$ cat src/rtl/core/afr_pkg.sv
// shared types and constants of the addressed frame receiver
package afr_pkg;

  localparam logic [7:0] START_MARK = 8'hAA;
  localparam logic [7:0] END_MARK   = 8'hBB;
  localparam logic [7:0] BOARD_ID_RESET = 8'h01;

  typedef enum logic [1:0] {
    ST_OK   = 2'd0,
    ST_BAD  = 2'd1,
    ST_LONG = 2'd2
  } status_e;

  typedef enum logic [2:0] {
    PH_HUNT  = 3'd0,
    PH_ADDR  = 3'd1,
    PH_CMD   = 3'd2,
    PH_LEN   = 3'd3,
    PH_DATA  = 3'd4,
    PH_CHECK = 3'd5,
    PH_END   = 3'd6
  } phase_e;

  typedef enum logic {
    B_IDLE = 1'b0,
    B_OUT  = 1'b1
  } back_state_e;

  typedef struct packed {
    status_e     status;
    logic [7:0]  command;
    logic [7:0]  length;
  } desc_t;

endpackage

$ cat src/rtl/core/addressed_frame_receiver_top.sv
// top level of the addressed frame receiver
// Takes one received byte per cycle. Header, check and end bytes are never held
// back, except that the end byte of a frame waits while the frame queue
// (QueueDepth entries) is full; payload bytes wait while results of an earlier
// frame are still queued or being emitted, since both share one payload buffer
// of min(MaxPayload, 32) bytes. A frame's results leave from the buffer's
// registered read port at one per cycle when pop is held high, starting the
// cycle after the frame reaches the emitter. The buffer needs no clearing
// after reset; only entries written in the current frame are read.
module addressed_frame_receiver_top import afr_pkg::*; #(
  parameter int unsigned MaxPayload = 32,
  parameter int unsigned QueueDepth = 2
) (
  input  logic       clk_i,
  input  logic       rst_ni,
  input  logic       cfg_we_i,
  input  logic [7:0] cfg_wdata_i,
  input  logic       push,
  output logic       full,
  input  logic [7:0] rx_byte_i,
  output logic       empty,
  input  logic       pop,
  output logic [1:0] status_o,
  output logic [7:0] command_o,
  output logic [7:0] payload_length_o,
  output logic       has_payload_o,
  output logic [4:0] payload_index_o,
  output logic [7:0] payload_byte_o,
  output logic       last_o
);

  localparam int unsigned Cap   = (MaxPayload > 32) ? 32 : MaxPayload;
  localparam int unsigned AddrW = (Cap > 1) ? $clog2(Cap) : 1;

  desc_t            f_desc, q_desc;
  logic             f_push, q_full, q_valid, b_pop, b_busy, back_busy;
  logic             buf_we;
  logic [AddrW-1:0] buf_waddr;
  logic [7:0]       buf_wdata;

  assign back_busy = b_busy || q_valid;

  afr_front #(.Cap(Cap), .AddrW(AddrW)) u_front (
    .clk_i       (clk_i),
    .rst_ni      (rst_ni),
    .cfg_we_i    (cfg_we_i),
    .cfg_wdata_i (cfg_wdata_i),
    .push        (push),
    .full        (full),
    .rx_byte_i   (rx_byte_i),
    .back_busy_i (back_busy),
    .q_full_i    (q_full),
    .desc_push_o (f_push),
    .desc_o      (f_desc),
    .buf_we_o    (buf_we),
    .buf_waddr_o (buf_waddr),
    .buf_wdata_o (buf_wdata)
  );

  afr_fifo #(.Depth(QueueDepth)) u_fifo (
    .clk_i   (clk_i),
    .rst_ni  (rst_ni),
    .push_i  (f_push),
    .data_i  (f_desc),
    .full_o  (q_full),
    .pop_i   (b_pop),
    .data_o  (q_desc),
    .valid_o (q_valid)
  );

  afr_back #(.Cap(Cap), .AddrW(AddrW)) u_back (
    .clk_i            (clk_i),
    .rst_ni           (rst_ni),
    .buf_we_i         (buf_we),
    .buf_waddr_i      (buf_waddr),
    .buf_wdata_i      (buf_wdata),
    .desc_valid_i     (q_valid),
    .desc_i           (q_desc),
    .desc_pop_o       (b_pop),
    .busy_o           (b_busy),
    .empty            (empty),
    .pop              (pop),
    .status_o         (status_o),
    .command_o        (command_o),
    .payload_length_o (payload_length_o),
    .has_payload_o    (has_payload_o),
    .payload_index_o  (payload_index_o),
    .payload_byte_o   (payload_byte_o),
    .last_o           (last_o)
  );

endmodule

$ cat src/rtl/core/afr_front.sv
// frame parser: hunts, checks the address, fills the payload buffer, classifies the frame
module afr_front import afr_pkg::*; #(
  parameter int unsigned Cap   = 32,
  parameter int unsigned AddrW = 5
) (
  input  logic             clk_i,
  input  logic             rst_ni,
  input  logic             cfg_we_i,
  input  logic [7:0]       cfg_wdata_i,
  input  logic             push,
  output logic             full,
  input  logic [7:0]       rx_byte_i,
  input  logic             back_busy_i,
  input  logic             q_full_i,
  output logic             desc_push_o,
  output desc_t            desc_o,
  output logic             buf_we_o,
  output logic [AddrW-1:0] buf_waddr_o,
  output logic [7:0]       buf_wdata_o
);

  localparam logic [7:0] CapB = 8'(Cap);

  phase_e     phase_q, phase_d;
  logic [7:0] board_id_q;
  logic [7:0] cmd_q, cmd_d;
  logic [7:0] len_q, len_d;
  logic [7:0] taken_q, taken_d;
  logic [7:0] xor_q, xor_d;
  logic [7:0] check_q, check_d;
  logic       accept;

  assign full   = ((phase_q == PH_DATA) && back_busy_i) || ((phase_q == PH_END) && q_full_i);
  assign accept = push && !full;

  always_comb begin
    phase_d     = phase_q;
    cmd_d       = cmd_q;
    len_d       = len_q;
    taken_d     = taken_q;
    xor_d       = xor_q;
    check_d     = check_q;
    desc_push_o = 1'b0;
    buf_we_o    = 1'b0;
    buf_waddr_o = taken_q[AddrW-1:0];
    buf_wdata_o = rx_byte_i;
    desc_o.command = cmd_q;
    desc_o.length  = len_q;
    if (len_q > CapB) begin
      desc_o.status = ST_LONG;
    end else if ((rx_byte_i != END_MARK) || (check_q != xor_q)) begin
      desc_o.status = ST_BAD;
    end else begin
      desc_o.status = ST_OK;
    end
    if (accept) begin
      case (phase_q)
        PH_HUNT: begin
          if (rx_byte_i == START_MARK) begin
            phase_d = PH_ADDR;
          end
        end
        PH_ADDR: begin
          if (rx_byte_i == board_id_q) begin
            xor_d   = rx_byte_i;
            phase_d = PH_CMD;
          end else begin
            phase_d = PH_HUNT;
          end
        end
        PH_CMD: begin
          cmd_d   = rx_byte_i;
          xor_d   = xor_q ^ rx_byte_i;
          phase_d = PH_LEN;
        end
        PH_LEN: begin
          len_d   = rx_byte_i;
          xor_d   = xor_q ^ rx_byte_i;
          taken_d = 8'd0;
          phase_d = (rx_byte_i == 8'd0) ? PH_CHECK : PH_DATA;
        end
        PH_DATA: begin
          buf_we_o = (taken_q < CapB);
          xor_d    = xor_q ^ rx_byte_i;
          taken_d  = taken_q + 8'd1;
          if (({1'b0, taken_q} + 9'd1) >= {1'b0, len_q}) begin
            phase_d = PH_CHECK;
          end
        end
        PH_CHECK: begin
          check_d = rx_byte_i;
          phase_d = PH_END;
        end
        PH_END: begin
          desc_push_o = 1'b1;
          phase_d     = PH_HUNT;
        end
        default: begin
          phase_d = PH_HUNT;
        end
      endcase
    end
  end

  always_ff @(posedge clk_i or negedge rst_ni) begin
    if (!rst_ni) begin
      phase_q    <= PH_HUNT;
      board_id_q <= BOARD_ID_RESET;
    end else begin
      phase_q <= phase_d;
      if (cfg_we_i) begin
        board_id_q <= cfg_wdata_i;
      end
    end
  end

  always_ff @(posedge clk_i) begin
    cmd_q   <= cmd_d;
    len_q   <= len_d;
    taken_q <= taken_d;
    xor_q   <= xor_d;
    check_q <= check_d;
  end

endmodule

$ cat src/rtl/core/afr_fifo.sv
// short queue of classified frames between parser and result emitter
module afr_fifo import afr_pkg::*; #(
  parameter int unsigned Depth = 2
) (
  input  logic  clk_i,
  input  logic  rst_ni,
  input  logic  push_i,
  input  desc_t data_i,
  output logic  full_o,
  input  logic  pop_i,
  output desc_t data_o,
  output logic  valid_o
);

  localparam int unsigned PtrW = (Depth > 1) ? $clog2(Depth) : 1;
  localparam int unsigned CntW = $clog2(Depth + 1);
  localparam logic [PtrW-1:0] LastPtr = PtrW'(Depth - 1);
  localparam logic [CntW-1:0] DepthC  = CntW'(Depth);

  desc_t           mem_q [Depth];
  logic [PtrW-1:0] wr_ptr_q, rd_ptr_q;
  logic [CntW-1:0] count_q;
  logic            do_push, do_pop;

  assign full_o  = (count_q == DepthC);
  assign valid_o = (count_q != '0);
  assign data_o  = mem_q[rd_ptr_q];
  assign do_push = push_i && !full_o;
  assign do_pop  = pop_i && valid_o;

  always_ff @(posedge clk_i or negedge rst_ni) begin
    if (!rst_ni) begin
      wr_ptr_q <= '0;
      rd_ptr_q <= '0;
      count_q  <= '0;
    end else begin
      if (do_push) begin
        wr_ptr_q <= (wr_ptr_q == LastPtr) ? '0 : wr_ptr_q + 1'b1;
      end
      if (do_pop) begin
        rd_ptr_q <= (rd_ptr_q == LastPtr) ? '0 : rd_ptr_q + 1'b1;
      end
      if (do_push && !do_pop) begin
        count_q <= count_q + 1'b1;
      end else if (do_pop && !do_push) begin
        count_q <= count_q - 1'b1;
      end
    end
  end

  always_ff @(posedge clk_i) begin
    if (do_push) begin
      mem_q[wr_ptr_q] <= data_i;
    end
  end

endmodule

$ cat src/rtl/core/afr_back.sv
// result emitter: payload buffer and result register
module afr_back import afr_pkg::*; #(
  parameter int unsigned Cap   = 32,
  parameter int unsigned AddrW = 5
) (
  input  logic             clk_i,
  input  logic             rst_ni,
  input  logic             buf_we_i,
  input  logic [AddrW-1:0] buf_waddr_i,
  input  logic [7:0]       buf_wdata_i,
  input  logic             desc_valid_i,
  input  desc_t            desc_i,
  output logic             desc_pop_o,
  output logic             busy_o,
  output logic             empty,
  input  logic             pop,
  output logic [1:0]       status_o,
  output logic [7:0]       command_o,
  output logic [7:0]       payload_length_o,
  output logic             has_payload_o,
  output logic [4:0]       payload_index_o,
  output logic [7:0]       payload_byte_o,
  output logic             last_o
);

  logic [7:0] mem [Cap];
  logic [7:0] rd_data_q;
  logic       rd_en;
  logic [4:0] rd_idx;

  back_state_e state_q, state_d;
  status_e     status_q, status_d;
  logic [7:0]  cmd_q, cmd_d;
  logic [7:0]  len_q, len_d;
  logic        has_q, has_d;
  logic [4:0]  idx_q, idx_d;
  logic        last_q, last_d;

  always_comb begin
    state_d    = state_q;
    status_d   = status_q;
    cmd_d      = cmd_q;
    len_d      = len_q;
    has_d      = has_q;
    idx_d      = idx_q;
    last_d     = last_q;
    desc_pop_o = 1'b0;
    rd_en      = 1'b0;
    rd_idx     = idx_q + 5'd1;
    case (state_q)
      B_IDLE: begin
        if (desc_valid_i) begin
          desc_pop_o = 1'b1;
          status_d   = desc_i.status;
          cmd_d      = desc_i.command;
          len_d      = desc_i.length;
          idx_d      = 5'd0;
          state_d    = B_OUT;
          if ((desc_i.status == ST_OK) && (desc_i.length != 8'd0)) begin
            rd_en  = 1'b1;
            rd_idx = 5'd0;
            has_d  = 1'b1;
            last_d = (desc_i.length == 8'd1);
          end else begin
            has_d  = 1'b0;
            last_d = 1'b1;
          end
        end
      end
      B_OUT: begin
        if (pop) begin
          if (last_q) begin
            state_d = B_IDLE;
          end else begin
            rd_en  = 1'b1;
            idx_d  = idx_q + 5'd1;
            last_d = (({3'b000, idx_q} + 8'd2) == len_q);
          end
        end
      end
      default: begin
        state_d = B_IDLE;
      end
    endcase
  end

  always_ff @(posedge clk_i or negedge rst_ni) begin
    if (!rst_ni) begin
      state_q <= B_IDLE;
    end else begin
      state_q <= state_d;
    end
  end

  always_ff @(posedge clk_i) begin
    status_q <= status_d;
    cmd_q    <= cmd_d;
    len_q    <= len_d;
    has_q    <= has_d;
    idx_q    <= idx_d;
    last_q   <= last_d;
  end

  always_ff @(posedge clk_i) begin
    if (buf_we_i) begin
      mem[buf_waddr_i] <= buf_wdata_i;
    end
    if (rd_en) begin
      rd_data_q <= mem[rd_idx[AddrW-1:0]];
    end
  end

  assign busy_o           = (state_q != B_IDLE);
  assign empty            = (state_q != B_OUT);
  assign status_o         = status_q;
  assign command_o        = cmd_q;
  assign payload_length_o = len_q;
  assign has_payload_o    = has_q;
  assign payload_index_o  = idx_q;
  assign payload_byte_o   = has_q ? rd_data_q : 8'd0;
  assign last_o           = last_q;

endmodule

$ cat config.mk
export PLATFORM = sky130hd
export DESIGN_NAME = addressed_frame_receiver_top
export DESIGN_NICKNAME = d
export VERILOG_FILES = /design/src/rtl/core/afr_pkg.sv /design/src/rtl/core/addressed_frame_receiver_top.sv /design/src/rtl/core/afr_front.sv /design/src/rtl/core/afr_fifo.sv /design/src/rtl/core/afr_back.sv
export SDC_FILE = /design/constraint.sdc
export NUM_CORES = 1
export LEC_CHECK = 0
export BUFFER_PORTS_ARGS = -buffer_cell sky130_fd_sc_hd__buf_2
export CAP_MARGIN = 20
export CORE_UTILIZATION = 29
export CTS_CLUSTER_DIAMETER = 200
export DETAILED_ROUTE_END_ITERATION = 16
export PLACE_DENSITY = 0.41
export SLEW_MARGIN = 20
export SYNTH_ARGS = -nofsm -noshare
export SYNTH_HDL_FRONTEND = slang
export SYNTH_SLANG_ARGS = --single-unit
$ cat constraint.sdc
create_clock -name clk_i -period 6.7 [get_ports clk_i]
set_input_delay 1.005 -clock clk_i [delete_from_list [all_inputs] [get_ports clk_i]]
set_output_delay 1.005 -clock clk_i [all_outputs]
set_load 0.05 [all_outputs]
== After elaboration in Yosys (flattened, before gate mapping) ==
Memory sizes are Yosys's and may differ from the RTL's. A register that Yosys moved wholly into a read port is not among the register bits.
Cells that the tools add are included.
W data, S select, Z words.

* Memories kept: 2
* Register bits: 81
* Input bits: 21
* Bits in writable memories: 292

* Multiplexer cells: 44
* Add/subtract/negate cells: 8
* Eq/ne operators: 19
* Order comparisons: 3
* Reduce and logical (&&, ||, !) cells: 33
* Bitwise gates (word level): 2

{| class="wikitable"
|+ Memories
! name !! depth !! bits a word !! rd ports !! clocked after memory_dff !! wr ports !! RTL line !! source
|-
| u_back.mem || 32 || 8 || 1 || 1 || 1 || afr_back.sv:26 || <nowiki>logic [7:0] mem [Cap];</nowiki>
|-
| u_fifo.mem_q || 2 || 18 || 1 || 0 || 1 || afr_fifo.sv:20 || <nowiki>desc_t mem_q [Depth];</nowiki>
|}

{| class="wikitable"
|+ Operators with widths
! cell !! number
|-
| $pmux W8 S2 || 2
|-
| $mux W5 || 6
|-
| $mux W1 || 23
|-
| $pmux W3 S6 || 1
|-
| $eq A8 B8 Y1 || 2
|-
| $mux W8 || 2
|-
| $reduce_and A2 Y1 || 6
|-
| $pmux W5 S2 || 1
|-
| $add A8 B1 Y9 const B || 1
|-
| $eq A3 B3 Y1 const B || 3
|-
| $ge A9 B8 Y1 || 1
|-
| $reduce_and A3 Y1 || 3
|-
| $add A8 B1 Y8 const B || 1
|-
| $eq A8 B1 Y1 const B || 1
|-
| $eq A8 B8 Y1 const B || 1
|-
| $gt A8 B6 Y1 const B || 1
|-
| $logic_and A1 B1 Y1 || 8
|-
| $logic_not A8 Y1 || 1
|-
| $lt A8 B6 Y1 const B || 1
|-
| $mux W2 || 4
|-
| $ne A8 B8 Y1 || 1
|-
| $ne A8 B8 Y1 const B || 1
|-
| $reduce_bool A2 Y1 || 4
|-
| $reduce_bool A8 Y1 || 1
|-
| other kinds (19) || 33
|}

== Depth between registers and ports, before layout ==
Gate-level depths: netlist of the first run.

* Word-level depth: 12
* Mapped depth: 11
* Gate-level depth less buffers: 10

== Cells and area by module ==
Synthesis of the first run repeated with hierarchy kept, for this count alone.

* Cell total of the unflattened synthesis: 963
* Area, all modules: 15,665.0 um2

{| class="wikitable"
|+ Modules (own cells, without submodules)
! module !! cells each !! instances !! seq. area each (um2) !! area each (um2)
|-
| afr_back || 683 || 1 || 8,703.3 || 11,488.5
|-
| afr_front || 204 || 1 || 1,477.7 || 2,621.3
|-
| afr_fifo || 75 || 1 || 1,181.1 || 1,549.0
|-
| addressed_frame_receiver_top || 1 || 1 || 0.0 || 6.3
|}

== Worst setup path before layout of the first run ==
OpenSTA, ideal clock, no wires.

* Path type: in2reg
* From: input port push
* To: memory u_fifo.mem_q[0][0] (netlist name), enable pin
* Buffers on the path: 0
* Required time: 6,261 ps
* Cell stages on the path: 2
* Slack: 3,422 ps
* Arrival time: 2,839 ps
* Cell sequence: nand2_1 nor4_1

* Cells in the longest elaborated chain, start to end: 5

{| class="wikitable"
|+ Ends and longest elaborated chain
! item !! RTL line !! source
|-
| start: declaration || addressed_frame_receiver_top.sv:18 || <nowiki>input logic push,</nowiki>
|-
| $logic_and A1 B1 Y1 || afr_front.sv:34 || <nowiki>assign accept = push && !full;</nowiki>
|-
| $mux W1 || afr_front.sv:56 || <nowiki>if (accept) begin</nowiki>
|-
| $logic_and A1 B1 Y1 || afr_fifo.sv:28 || <nowiki>assign do_push = push_i && !full_o;</nowiki>
|-
| $mux W1 || afr_fifo.sv:52 || <nowiki>if (do_push) begin</nowiki>
|-
| $mux W1 (not written as such) || afr_fifo.sv:53 || <nowiki>mem_q[wr_ptr_q] <= data_i;</nowiki>
|-
| end: declaration || afr_fifo.sv:20 ||
|}

Every way passes these cells.

== Final worst setup path of the first run ==
* From: register u_back.idx_q[0] (netlist: u_back.payload_index_o[0])
* To: register u_back.rd_data_q[3], read port of u_back.mem (data pin)

* Cells in the longest elaborated chain, start to end: 4

{| class="wikitable"
|+ Ends and longest elaborated chain
! item !! RTL line !! source
|-
| start: declaration || afr_back.sv:36 || <nowiki>logic [4:0] idx_q, idx_d;</nowiki>
|-
| start signal: assignment || afr_back.sv:100 || <nowiki>idx_q <= idx_d;</nowiki>
|-
| $add A5 B1 Y5 * || afr_back.sv:49 || <nowiki>rd_idx = idx_q + 5'd1;</nowiki>
|-
| $mux W5 || afr_back.sv:59 || <nowiki>if ((desc_i.status == ST_OK) && (desc_i.length != 8'd0)) begin</nowiki>
|-
| $mux W5 || afr_back.sv:52 || <nowiki>if (desc_valid_i) begin</nowiki>
|-
| $mux W5 * || afr_back.sv:50 || <nowiki>case (state_q)</nowiki>
|-
| end: declaration || afr_back.sv:27 || <nowiki>logic [7:0] rd_data_q;</nowiki>
|}

Mark *: on every way between the ends. The rest lies on a longest branch, timed or not.
A chain may end at the register's enable or synchronous reset.

==> results of run 1 <==
-- worst min path at each step --
stage | startpoint | endpoint | slack (ns) | depth (start not counted)
2_1_floorplan | u_front.cmd_q[2]$_DFFE_PP_ | u_fifo.mem_q[0][10]$_DFFE_PP_ | 0.42 | 0
3_3_place_gp | u_front.cmd_q[4]$_DFFE_PP_ | u_fifo.mem_q[0][12]$_DFFE_PP_ | 0.42 | 0
3_5_place_dp | u_front.cmd_q[2]$_DFFE_PP_ | u_fifo.mem_q[0][10]$_DFFE_PP_ | 0.43 | 0
4_1_cts | rst_ni | u_front.board_id_q[6]$_DFFE_PN0P_ | 0.35 | 1
5_1_grt | rst_ni | u_front.board_id_q[4]$_DFFE_PN0P_ | 0.38 | 1
6_report | rst_ni | u_front.board_id_q[4]$_DFFE_PN0P_ | 0.37 | 1
-- sequential cells by signal, summed over array words and instances (netlist names) --
| signal | flops |
|---|---|
| u_back.last_o | 1 |
| u_fifo.mem_q | 36 |
| u_back.status_o | 2 |
| u_back.command_o | 8 |
| u_back.has_payload_o | 1 |
| u_fifo.count_q | 2 |
| u_back.mem | 256 |
| u_back.busy_o | 1 |
| u_back.rd_data_q | 8 |
| u_front.taken_q | 8 |
| u_front.check_q | 8 |
| u_front.cmd_q | 8 |
| u_back.payload_index_o | 5 |
| u_front.phase_q | 3 |
| u_fifo.rd_ptr_q | 1 |
| u_fifo.wr_ptr_q | 1 |
| u_front.len_q | 8 |
| u_back.payload_length_o | 8 |
| u_front.board_id_q | 8 |
| u_front.xor_q | 8 |
-- logic make-up (layout without fill, tap and decap cells) --
kind of cell    count (synthesis)  in the layout  synth area share (%)
flops                         381            381                  71.8
compound gates                170            170                  8.16
simple gates                  227            227                  7.29
fa+ha+maj                      15             15                  1.19
mux                           104            104                  7.18
buf+inv                        61            171                  1.95
xor+xnor                       44             44                  2.44
-- layout make-up --
class                           instances  area [um2]  share of cell area (%)
Sequential cell                       381       11400                    62.3
Inverter                               17        63.8                   0.350
Timing Repair Buffer                   76         433                    2.37
Tap cell                              696         871                    4.78
Clock inverter                         27         178                   0.974
Multi-Input combinational cell        560        4180                    22.9
Clock buffer                           51        1150                    6.30
-- power groups by stage --
stage	combinational (W)	clock (W)	sequential (W)
final	0.00309	0.00223	0.00301
after floorplan	0.00202	0	0.00316
after global placement	0.00309	0	0.00307
after global routing	0.00333	0.00237	0.00304
after CTS	0.00312	0.00229	0.00302
after detailed placement	0.00312	0	0.00307
-- per-layer routing --
layer  vias up  global-route usage [%]  wire length, um
li1       4059                       -                -
met1      4576                    22.0            20400
met2       201                    25.1            20300
met3        70                    2.94             1970
met4         0                    5.62             1340
met5         -                       0                0
-- Yosys cell counts, drive strengths merged, types with 9 or more instances --
cell type	number
clkbuf	22
xnor2	25
a31oi	10
dfrtp	15
nand2	56
a211oi	9
xor2	19
mux2i	64
mux2	36
buf	22
a21oi	33
and3	9
edfxtp	365
o221ai	28
nor2b	13
a221oi	12
and2	12
nand3	23
ha	15
nor2	68
inv	17
o211ai	9
o21ai	32
nor3	13
-- cells in the final DEF (no fill, tap or decap), types with 10 or more instances in the layout --
cell,instances
a21oi_1,33
and2_1,11
buf_2,55
buf_4,21
clkbuf_16,45
clkinv_2,10
dfrtp_1,15
edfxtp_1,365
ha_1,15
inv_1,16
mux2_2,36
mux2i_1,64
nand2_1,55
nand3_1,23
nor2_1,64
nor2b_1,13
nor3_1,11
o21ai_0,23
o221ai_1,27
xnor2_1,25
xor2_1,18
-- through the flow --
step	total power [W]	area (um2)	util [%]
after detailed placement	0.00619	16900	31.3
after global placement	0.00616	16900	31.3
final	0.00833	18200	33.8
after global routing	0.00874	18200	33.8
after floorplan	0.00518	15800	-
after CTS	0.00843	18200	33.8
==> flow_summary.ini, run 1 <==
[pwr]
power_frac_seq_pct = 36.2
pwr-share-clk_pct = 26.8
comb_power_share_pct = 37.0
p_sw_w = 0.00324
p_leak_nw = 6.05
p_int_w = 0.00509
swShare_pct = 38.8
power_density_mw_per_mm2 = 457
ir_drop_mv = 0.236

[finish]
area_growth_pct = 15.2
fillers = 5168
diodes = 0
final_nets = 1115
drive_gt1_share_pct = 18.8
fin_cells = 1808

[timing]
final_hold_viol_count = 0
holdWs_ns = 0.372
worstMarginPinSlew_ns = 1.04
fin_worst_skew_ns = 0.0242
fin_setup_tns_ns = 0
finalMaxSlewViolations = 0
post-route-period-util_pct = 58.1
rsz0062_at_grt = no
relSlewSlack_pct = 30.5
setup_viol = 0
finalWorstSetupSlack_ns = 2.80
period_minus_slack_ns = 3.90
fmax_mhz = 257

[clock_tree]
cts_root_buffer = clkbuf_16
clk_latency_ns = 0.57
cts_max_path_buffers = 3
cts_resized = 0
cts.clk_slew.worst_paths_ns = 0.06
post-cts-setup-buffers = 0
htree_levels = 2
numCtsBuffers = 43
cts_tree = built
hold_buffers = 0
clock-sinks = 381

[yosys]
yosysSeqAreaShare_pct = 71.8
synth_top_cell_by_area = edfxtp_1
syn_inst = 1002
async_flop_share_pct = 4.20
synthFlopType = edfxtp_1
syn_avg_cell_area_um2 = 15.8
synth_seq_cells = 381
syn_area_mm2 = 0.0158
synth_top_cell_area_share_pct = 69.3
yosysWarnings = 0
synth_edf_count = 365
synth_area_leaders = edfxtp_1 (69%), mux2i_1 (4.0%), mux2_2 (2.6%)
synthesis.nets = 1038
ys_types = 71

[route]
post-route-drc-count = 0
drt_pre_antenna_iters = 4
drt_iter0_drc = 628
via_count = 8906
ant_nets = 0
wl_per_cell_um = 24.3
postRouteWirelength_um = 44000
via_per_inst = 4.93

[worst_setup_path]
crit_chain = buf_4 -> buf_4 -> a211oi_1 -> a221oi_4 -> buf_4 -> nand2_1 -> o221ai_1 -> nand4_1 -> a32oi_1 -> nand3_1
critical_path_class = flip-flop to flip-flop
r2r_cells = 10
cpMostUsedCell = buf_4
path_buf_inv = 3
crit_family = buffers and inverters
start_kind = flip-flop
reg2reg_slack_ns = 2.80
arrival_ns = 4.20
cp-endpoint = u_back.rd_data_q[3]$_DFFE_PP_
cp_num_cells = 10
critPathMaxStageDelay_ns = 0.70
cpMaxStageDelayCell = buf_4
worstSetupEndpointType = flip-flop
rr_endpoint = u_back.rd_data_q[3]$_DFFE_PP_
worstPathRequired_ns = 7.00
cp-startpoint = u_back.payload_index_o[0]$_SDFFCE_PN0P_
worstReg2RegStart = u_back.payload_index_o[0]$_SDFFCE_PN0P_
cp_max_fo = 48

[global_routing]
grt_pass1_wl_um = 64000
overflow = 0
antenna_found_initial = 2
grt_pass1_vias = 9112
grt_max_degree = 49
track_usage_pct = 16.0

[floorplanning]
num_rows = 85
die_w_um = 236
die_y_um = 236
io_pins = 56
core_area_mm2 = 0.0539
die_area_mm2 = 0.0555
start_util_pct = 29.3

[worst_hold_path]
hold_path.class = primary input to asynchronous set/reset pin

[placed_design]
place_inst = 1730
io_buffers = 55
post-dp-hpwl_um = 28600
place_congestion = 0.829
pre_cts_slack_ns = 2.69

[flow_run]
drv_cap = 0

[run_status]
status = completed
No activity file was read; power rests on OpenSTA's default activity.
==> run 2, diff against run 1 <==
- clock period: 6.7 -> 4.1 ns (I/O delays scaled with it)
==> run 2 against run 1 <==
  * Non-clock buffer count grew 29
  * Clock skew shrank 0.012 ns
  * Worst hold slack lost 0.090 ns
  * Highest routed layer unchanged
  * Flip-flop and latch count is the same
  * Sequential share of layout area shrank 0.76 points
  * Largest cell class unchanged
  * Largest power group unchanged
==> flow_summary.ini, run 2 (synthesized netlist as in run 1, its figures left out) <==
[worst_setup_path]
worstPathRequired_ns = 4.40
critical_path_class = flip-flop to flip-flop
arrival_ns = 3.92
start_kind = flip-flop
worstReg2RegStart = u_fifo.rd_ptr_q$_DFFE_PN0P_
reg2reg_slack_ns = 0.49
r2r_cells = 9
worstSetupEndpointType = flip-flop
cp_max_fo = 16
rr_endpoint = u_back.rd_data_q[1]$_DFFE_PP_

[floorplanning]
start_util_pct = 29.3
die_area_mm2 = 0.0555
io_pins = 56
core_area_mm2 = 0.0539
die_y_um = 236
die_w_um = 236
num_rows = 85

[route]
via_per_inst = 4.94
post-route-drc-count = 0
wl_per_cell_um = 24.7
postRouteWirelength_um = 45300
drt_iter0_drc = 791
ant_nets = 0
drt_pre_antenna_iters = 5
via_count = 9066

[finish]
largest-register = u_back.mem
layout_common_cells = edfxtp_1 (365), mux2i_1 (64), nor2_1 (64)
layout_commonest_cell = edfxtp_1
stdcell_area_mm2 = 0.0185
final_nets = 1143
fillers = 5142
drive_gt1_share_pct = 19.7
largest_register_ffs = 256
area_growth_pct = 16.7
diodes = 0
final_util_pct = 34.2
top_regs = u_back.mem x256, u_fifo.mem_q x36

[clock_tree]
cts_root_buffer = clkbuf_16
htree_levels = 2
post-cts-setup-buffers = 0
clock-sinks = 381
numCtsBuffers = 42
clk_latency_ns = 0.57
cts_tree = built
cts.clk_slew.worst_paths_ns = 0.06
cts_resized = 0
cts_max_path_buffers = 3

[pwr]
power_w = 0.0138
ir_drop_mv = 0.463
p_leak_nw = 6.21
power_density_mw_per_mm2 = 749

[flow_run]
drv_cap = 0

[timing]
setup_viol = 0
relSlewSlack_pct = 34.8
fin_setup_tns_ns = 0
final_hold_viol_count = 0
post-route-period-util_pct = 88.1
finalMaxSlewViolations = 0
fin_worst_skew_ns = 0.0126
worstMarginPinSlew_ns = 0.978
holdWs_ns = 0.282
period_minus_slack_ns = 3.61
fmax_mhz = 277
rsz0062_at_grt = no

[worst_hold_path]
whs_endpoint = u_front.board_id_q[4]$_DFFE_PN0P_
min-delay-start = cfg_wdata_i[4]
hold_path.class = primary input to flip-flop
min_path_cells = 2

[global_routing]
grt_max_degree = 49
grt_pass1_wl_um = 65700
overflow = 0
track_usage_pct = 16.4
antenna_found_initial = 3
grt_pass1_vias = 9122

[placed_design]
place_congestion = 0.806
io_buffers = 55
post-dp-hpwl_um = 29700
dpl_cell_area_mm2 = 0.0171

[run_status]
status = completed
-- run 2: changes by cell type in the layout (fill, tap and decap cells not counted), moves of 3 or more --
cell and change:
buf_4 +27, clkbuf_1 +6, clkbuf_8 +3, clkinv_1 +3, clkinv_2 -7, clkinvlp_4 -6, inv_6 -3
-- run 2: worst max-delay path by stage --
stage / from / endpoint / slack [ns] / depth (start not counted)
after floorplan: u_front.phase_q[0]$_DFFE_PN0P_ / u_fifo.mem_q[0][0]$_DFFE_PP_ / 1.11 / 3
after global placement: u_fifo.rd_ptr_q$_DFFE_PN0P_ / u_back.rd_data_q[3]$_DFFE_PP_ / 0.71 / 9
after detailed placement: u_fifo.rd_ptr_q$_DFFE_PN0P_ / u_back.rd_data_q[1]$_DFFE_PP_ / 0.58 / 9
after CTS: u_fifo.rd_ptr_q$_DFFE_PN0P_ / u_back.rd_data_q[3]$_DFFE_PP_ / 0.55 / 9
after global routing: u_fifo.rd_ptr_q$_DFFE_PN0P_ / u_back.rd_data_q[1]$_DFFE_PP_ / 0.34 / 9
final: u_fifo.rd_ptr_q$_DFFE_PN0P_ / u_back.rd_data_q[1]$_DFFE_PP_ / 0.49 / 9
-- run 2: where the power goes --
group	leakage [nW]	switching [W]	internal, W
registers	3.49	0.000274	0.00467
clock network	0.646	0.00153	0.00217
logic	2.07	0.00351	0.00167
-- run 2: metrics by stage --
stage	worst slack (ns)	std cells
floorplan	1.11	1002
global placement	0.707	1758
detailed placement	0.583	1758
CTS	0.553	1834
global route	0.339	1834
finish	0.486	1834
-- run 2: critical path: stages, from the launching register on --
cell and delay, ns:
dfrtp_1 0.69, nor3b_1 0.61, nor3_1 0.20, a211oi_4 0.53, buf_4 0.32, nand2_1 0.19, o221ai_1 0.33, nand4_1 0.15
a32oi_1 0.19, nand3_1 0.12
-- run 2: final cells by class --
type | count | area, um2 | share of cell area [%]
clock buffers | 60 | 1210 | 6.57
inverters | 17 | 63.8 | 0.346
repair buffers | 105 | 666 | 3.61
well taps | 696 | 871 | 4.72
multi-input cells | 560 | 4170 | 22.6
flip-flops and latches | 381 | 11400 | 61.5
clock inverters | 15 | 113 | 0.610
-- run 2: timing repair --
action	in CTS	in global routing
hold buffers	1	0
setup endpoints to repair	0	0
hold endpoints to repair	15	0
-- run 2: per-layer routing --
metal / GRT usage [%] / vias to the layer above / wire length [um]
met3: 3.11 / 66 / 2280
met2: 25.8 / 226 / 20900
met1: 22.6 / 4661 / 20900
met4: 6.12 / 0 / 1260
li1: - / 4113 / -
met5: 0 / - / 0
==> run 3, diff against run 2 <==
- CORE_UTILIZATION: 29 -> 62
- PLACE_DENSITY: 0.41 -> 0.78
==> run 3 against run 2 <==
  * Cell area fell by 4.4%
  * Routed wire length shrank 21%
  * Via count is 2.0% higher
  * Clock-buffer cell count shrank 9
  * Power is 5.6% lower
  * Core utilization rose by 36 points
  * Fmax grew 5.5%
  * Sequential power is essentially flat
  * Non-clock buffer count fell by 24
  * Combinational power shrank 6.8%
  * Global-route usage is 12 points higher
  * Register-to-register slack better by 0.19 ns
  * Critical endpoint is now u_back.rd_data_q[0]$_DFFE_PP_
  * Largest cell class unchanged
  * Largest power group is now sequential cells
==> flow_summary.ini, run 3 (synthesized netlist as in run 1, its figures left out) <==
[run_status]
status = completed

[pwr]
p_sw_w = 0.00486
power_frac_seq_pct = 37.7
pwr-share-clk_pct = 25.3
ir_drop_mv = 0.582
power_density_mw_per_mm2 = 739
p_int_w = 0.00818
swShare_pct = 37.3
p_leak_nw = 6.00
comb_power_share_pct = 37.0

[finish]
largest-register = u_back.mem
top_regs = u_back.mem x256, u_fifo.mem_q x36
final_nets = 1115
fin_cells = 1438
stdcell_area_mm2 = 0.0177
seq_area_mm2 = 0.0114
largest_register_ffs = 256
final_util_pct = 70.3
layout_commonest_cell = edfxtp_1
layout_common_cells = edfxtp_1 (365), mux2i_1 (64), nor2_1 (64)
multi_input_area_mm2 = 0.00417
fillers = 1604
drive_gt1_share_pct = 18.0
area_growth_pct = 11.5
diodes = 0

[route]
highest_layer = met4
ant_nets = 0
wl_met1_um = 14600
wl_per_cell_um = 25.0
via_per_inst = 6.43
drt_iter0_drc = 1112
postRouteWirelength_um = 36000
post-route-drc-count = 0
drt_pre_antenna_iters = 5
via_count = 9245
wl_met2_um = 16700
wl_met3_um = 3630

[timing]
rsz0062_at_grt = no
finalMaxSlewViolations = 0
final_hold_viol_count = 0
fin_worst_skew_ns = 0.0189
worstMarginPinSlew_ns = 1.02
fmax_mhz = 292
period_minus_slack_ns = 3.43
post-route-period-util_pct = 83.6
fin_setup_tns_ns = 0
setup_viol = 0
relSlewSlack_pct = 32.2

[clock_tree]
numCtsBuffers = 38
cts_max_path_buffers = 3
cts.clk_slew.worst_paths_ns = 0.06
cts_tree = built
cts_root_buffer = clkbuf_16
clk_latency_ns = 0.52
clock-sinks = 381
post-cts-setup-buffers = 0
htree_levels = 2
cts_resized = 0
hold_buffers = 0

[worst_hold_path]
hold_path.class = primary input to asynchronous set/reset pin

[placed_design]
dpl_cell_area_mm2 = 0.0165
place_congestion = 0.996
place_inst = 1369
post-dp-hpwl_um = 23300
io_buffers = 55

[floorplanning]
die_y_um = 162
die_w_um = 162
die_area_mm2 = 0.0262
core_area_mm2 = 0.0251
start_util_pct = 63.0
io_pins = 56
num_rows = 58

[global_routing]
overflow = 0
antenna_found_initial = 0
grt_pass1_wl_um = 54400
grt_max_degree = 54
grt_pass1_vias = 8939
track_usage_pct = 28.4

[worst_setup_path]
worstPathRequired_ns = 4.49
worstSetupEndpointType = flip-flop
critical_path_class = flip-flop to flip-flop
critPathMaxStageDelay_ns = 0.72
cpMostUsedCell = buf_4
start_kind = flip-flop
cp_max_fo = 53
arrival_ns = 3.82
cpMaxStageDelayCell = buf_4
crit_chain = buf_4 -> buf_4 -> a211oi_1 -> a221oi_4 -> buf_4 -> nand2_1 -> a311oi_1 -> a31oi_1 -> nand3_1

[flow_run]
drv_cap = 0
run 3: cell count changes in the layout (fill, tap and decap cells not counted), moves of 2 or more:
cell | previous run | this run
clkinv_2 | 3 | 6
clkinvlp_4 | 0 | 3
clkinv_1 | 10 | 6
clkbuf_8 | 3 | 1
buf_4 | 48 | 26
clkbuf_16 | 45 | 39
run 3: worst max-delay path, delay by kind of cell (launching register included):
family / cells / cell delay (ns)
and+or+nand+nor: 2 / 0.24
AOI/OAI and AO/OA: 4 / 1.10
DFF: 1 / 0.36
buffers and inverters: 3 / 1.57
run 3: worst paths after layout:
path                                                          from                           endpoint  slack, ns  depth (start not counted)
max in group asynchronous                                   rst_ni  u_front.board_id_q[0]$_DFFE_PN1P_       3.73                          1
min in group clk_i                                  cfg_wdata_i[1]  u_front.board_id_q[1]$_DFFE_PN0P_       0.32                          2
max                        u_back.payload_index_o[0]$_SDFFCE_PN0P_      u_back.rd_data_q[0]$_DFFE_PP_       0.67                          9
min reg2reg                             u_front.cmd_q[2]$_DFFE_PP_      u_fifo.mem_q[1][10]$_DFFE_PP_       0.45                          0
min                                                         rst_ni  u_front.board_id_q[1]$_DFFE_PN0P_       0.03                          1
max reg2reg                u_back.payload_index_o[0]$_SDFFCE_PN0P_      u_back.rd_data_q[0]$_DFFE_PP_       0.67                          9
run 3: metal layers:
layer,global-route usage (%),vias to the layer above
li1,-,4068
met5,0,-
met1,40.9,4547
met4,10.2,0
met2,43.5,548
met3,5.72,82
run 3: layout make-up:
| class | count | area share, % |
|---|---|---|
| flip-flops and latches | 381 | 64.4 |
| multi-input cells | 560 | 23.6 |
| clock buffers | 51 | 5.84 |
| repair buffers | 81 | 2.67 |
| well taps | 330 | 2.34 |
| clock inverters | 18 | 0.815 |
| inverters | 17 | 0.361 |
run 3: power groups by stage:
stage / clock network (W) / logic, W / registers (W)
finish: 0.00329 / 0.00483 / 0.00492
CTS: 0.00332 / 0.00476 / 0.00492
global placement: 0 / 0.00466 / 0.00498
detailed placement: 0 / 0.00473 / 0.00499
floorplan: 0 / 0.00329 / 0.00517
global route: 0.00346 / 0.00513 / 0.00495
run 3: through the flow:
step | hold WS [ns] | power, W | setup WS [ns]
6_report | 0.0302 | 0.0130 | 0.674
5_1_grt | 0.0494 | 0.0135 | 0.402
4_1_cts | 0.0277 | 0.0130 | 0.663
3_5_place_dp | 0.434 | 0.00973 | 0.647
3_3_place_gp | 0.422 | 0.00964 | 0.682
2_1_floorplan | 0.319 | 0.00846 | 1.11
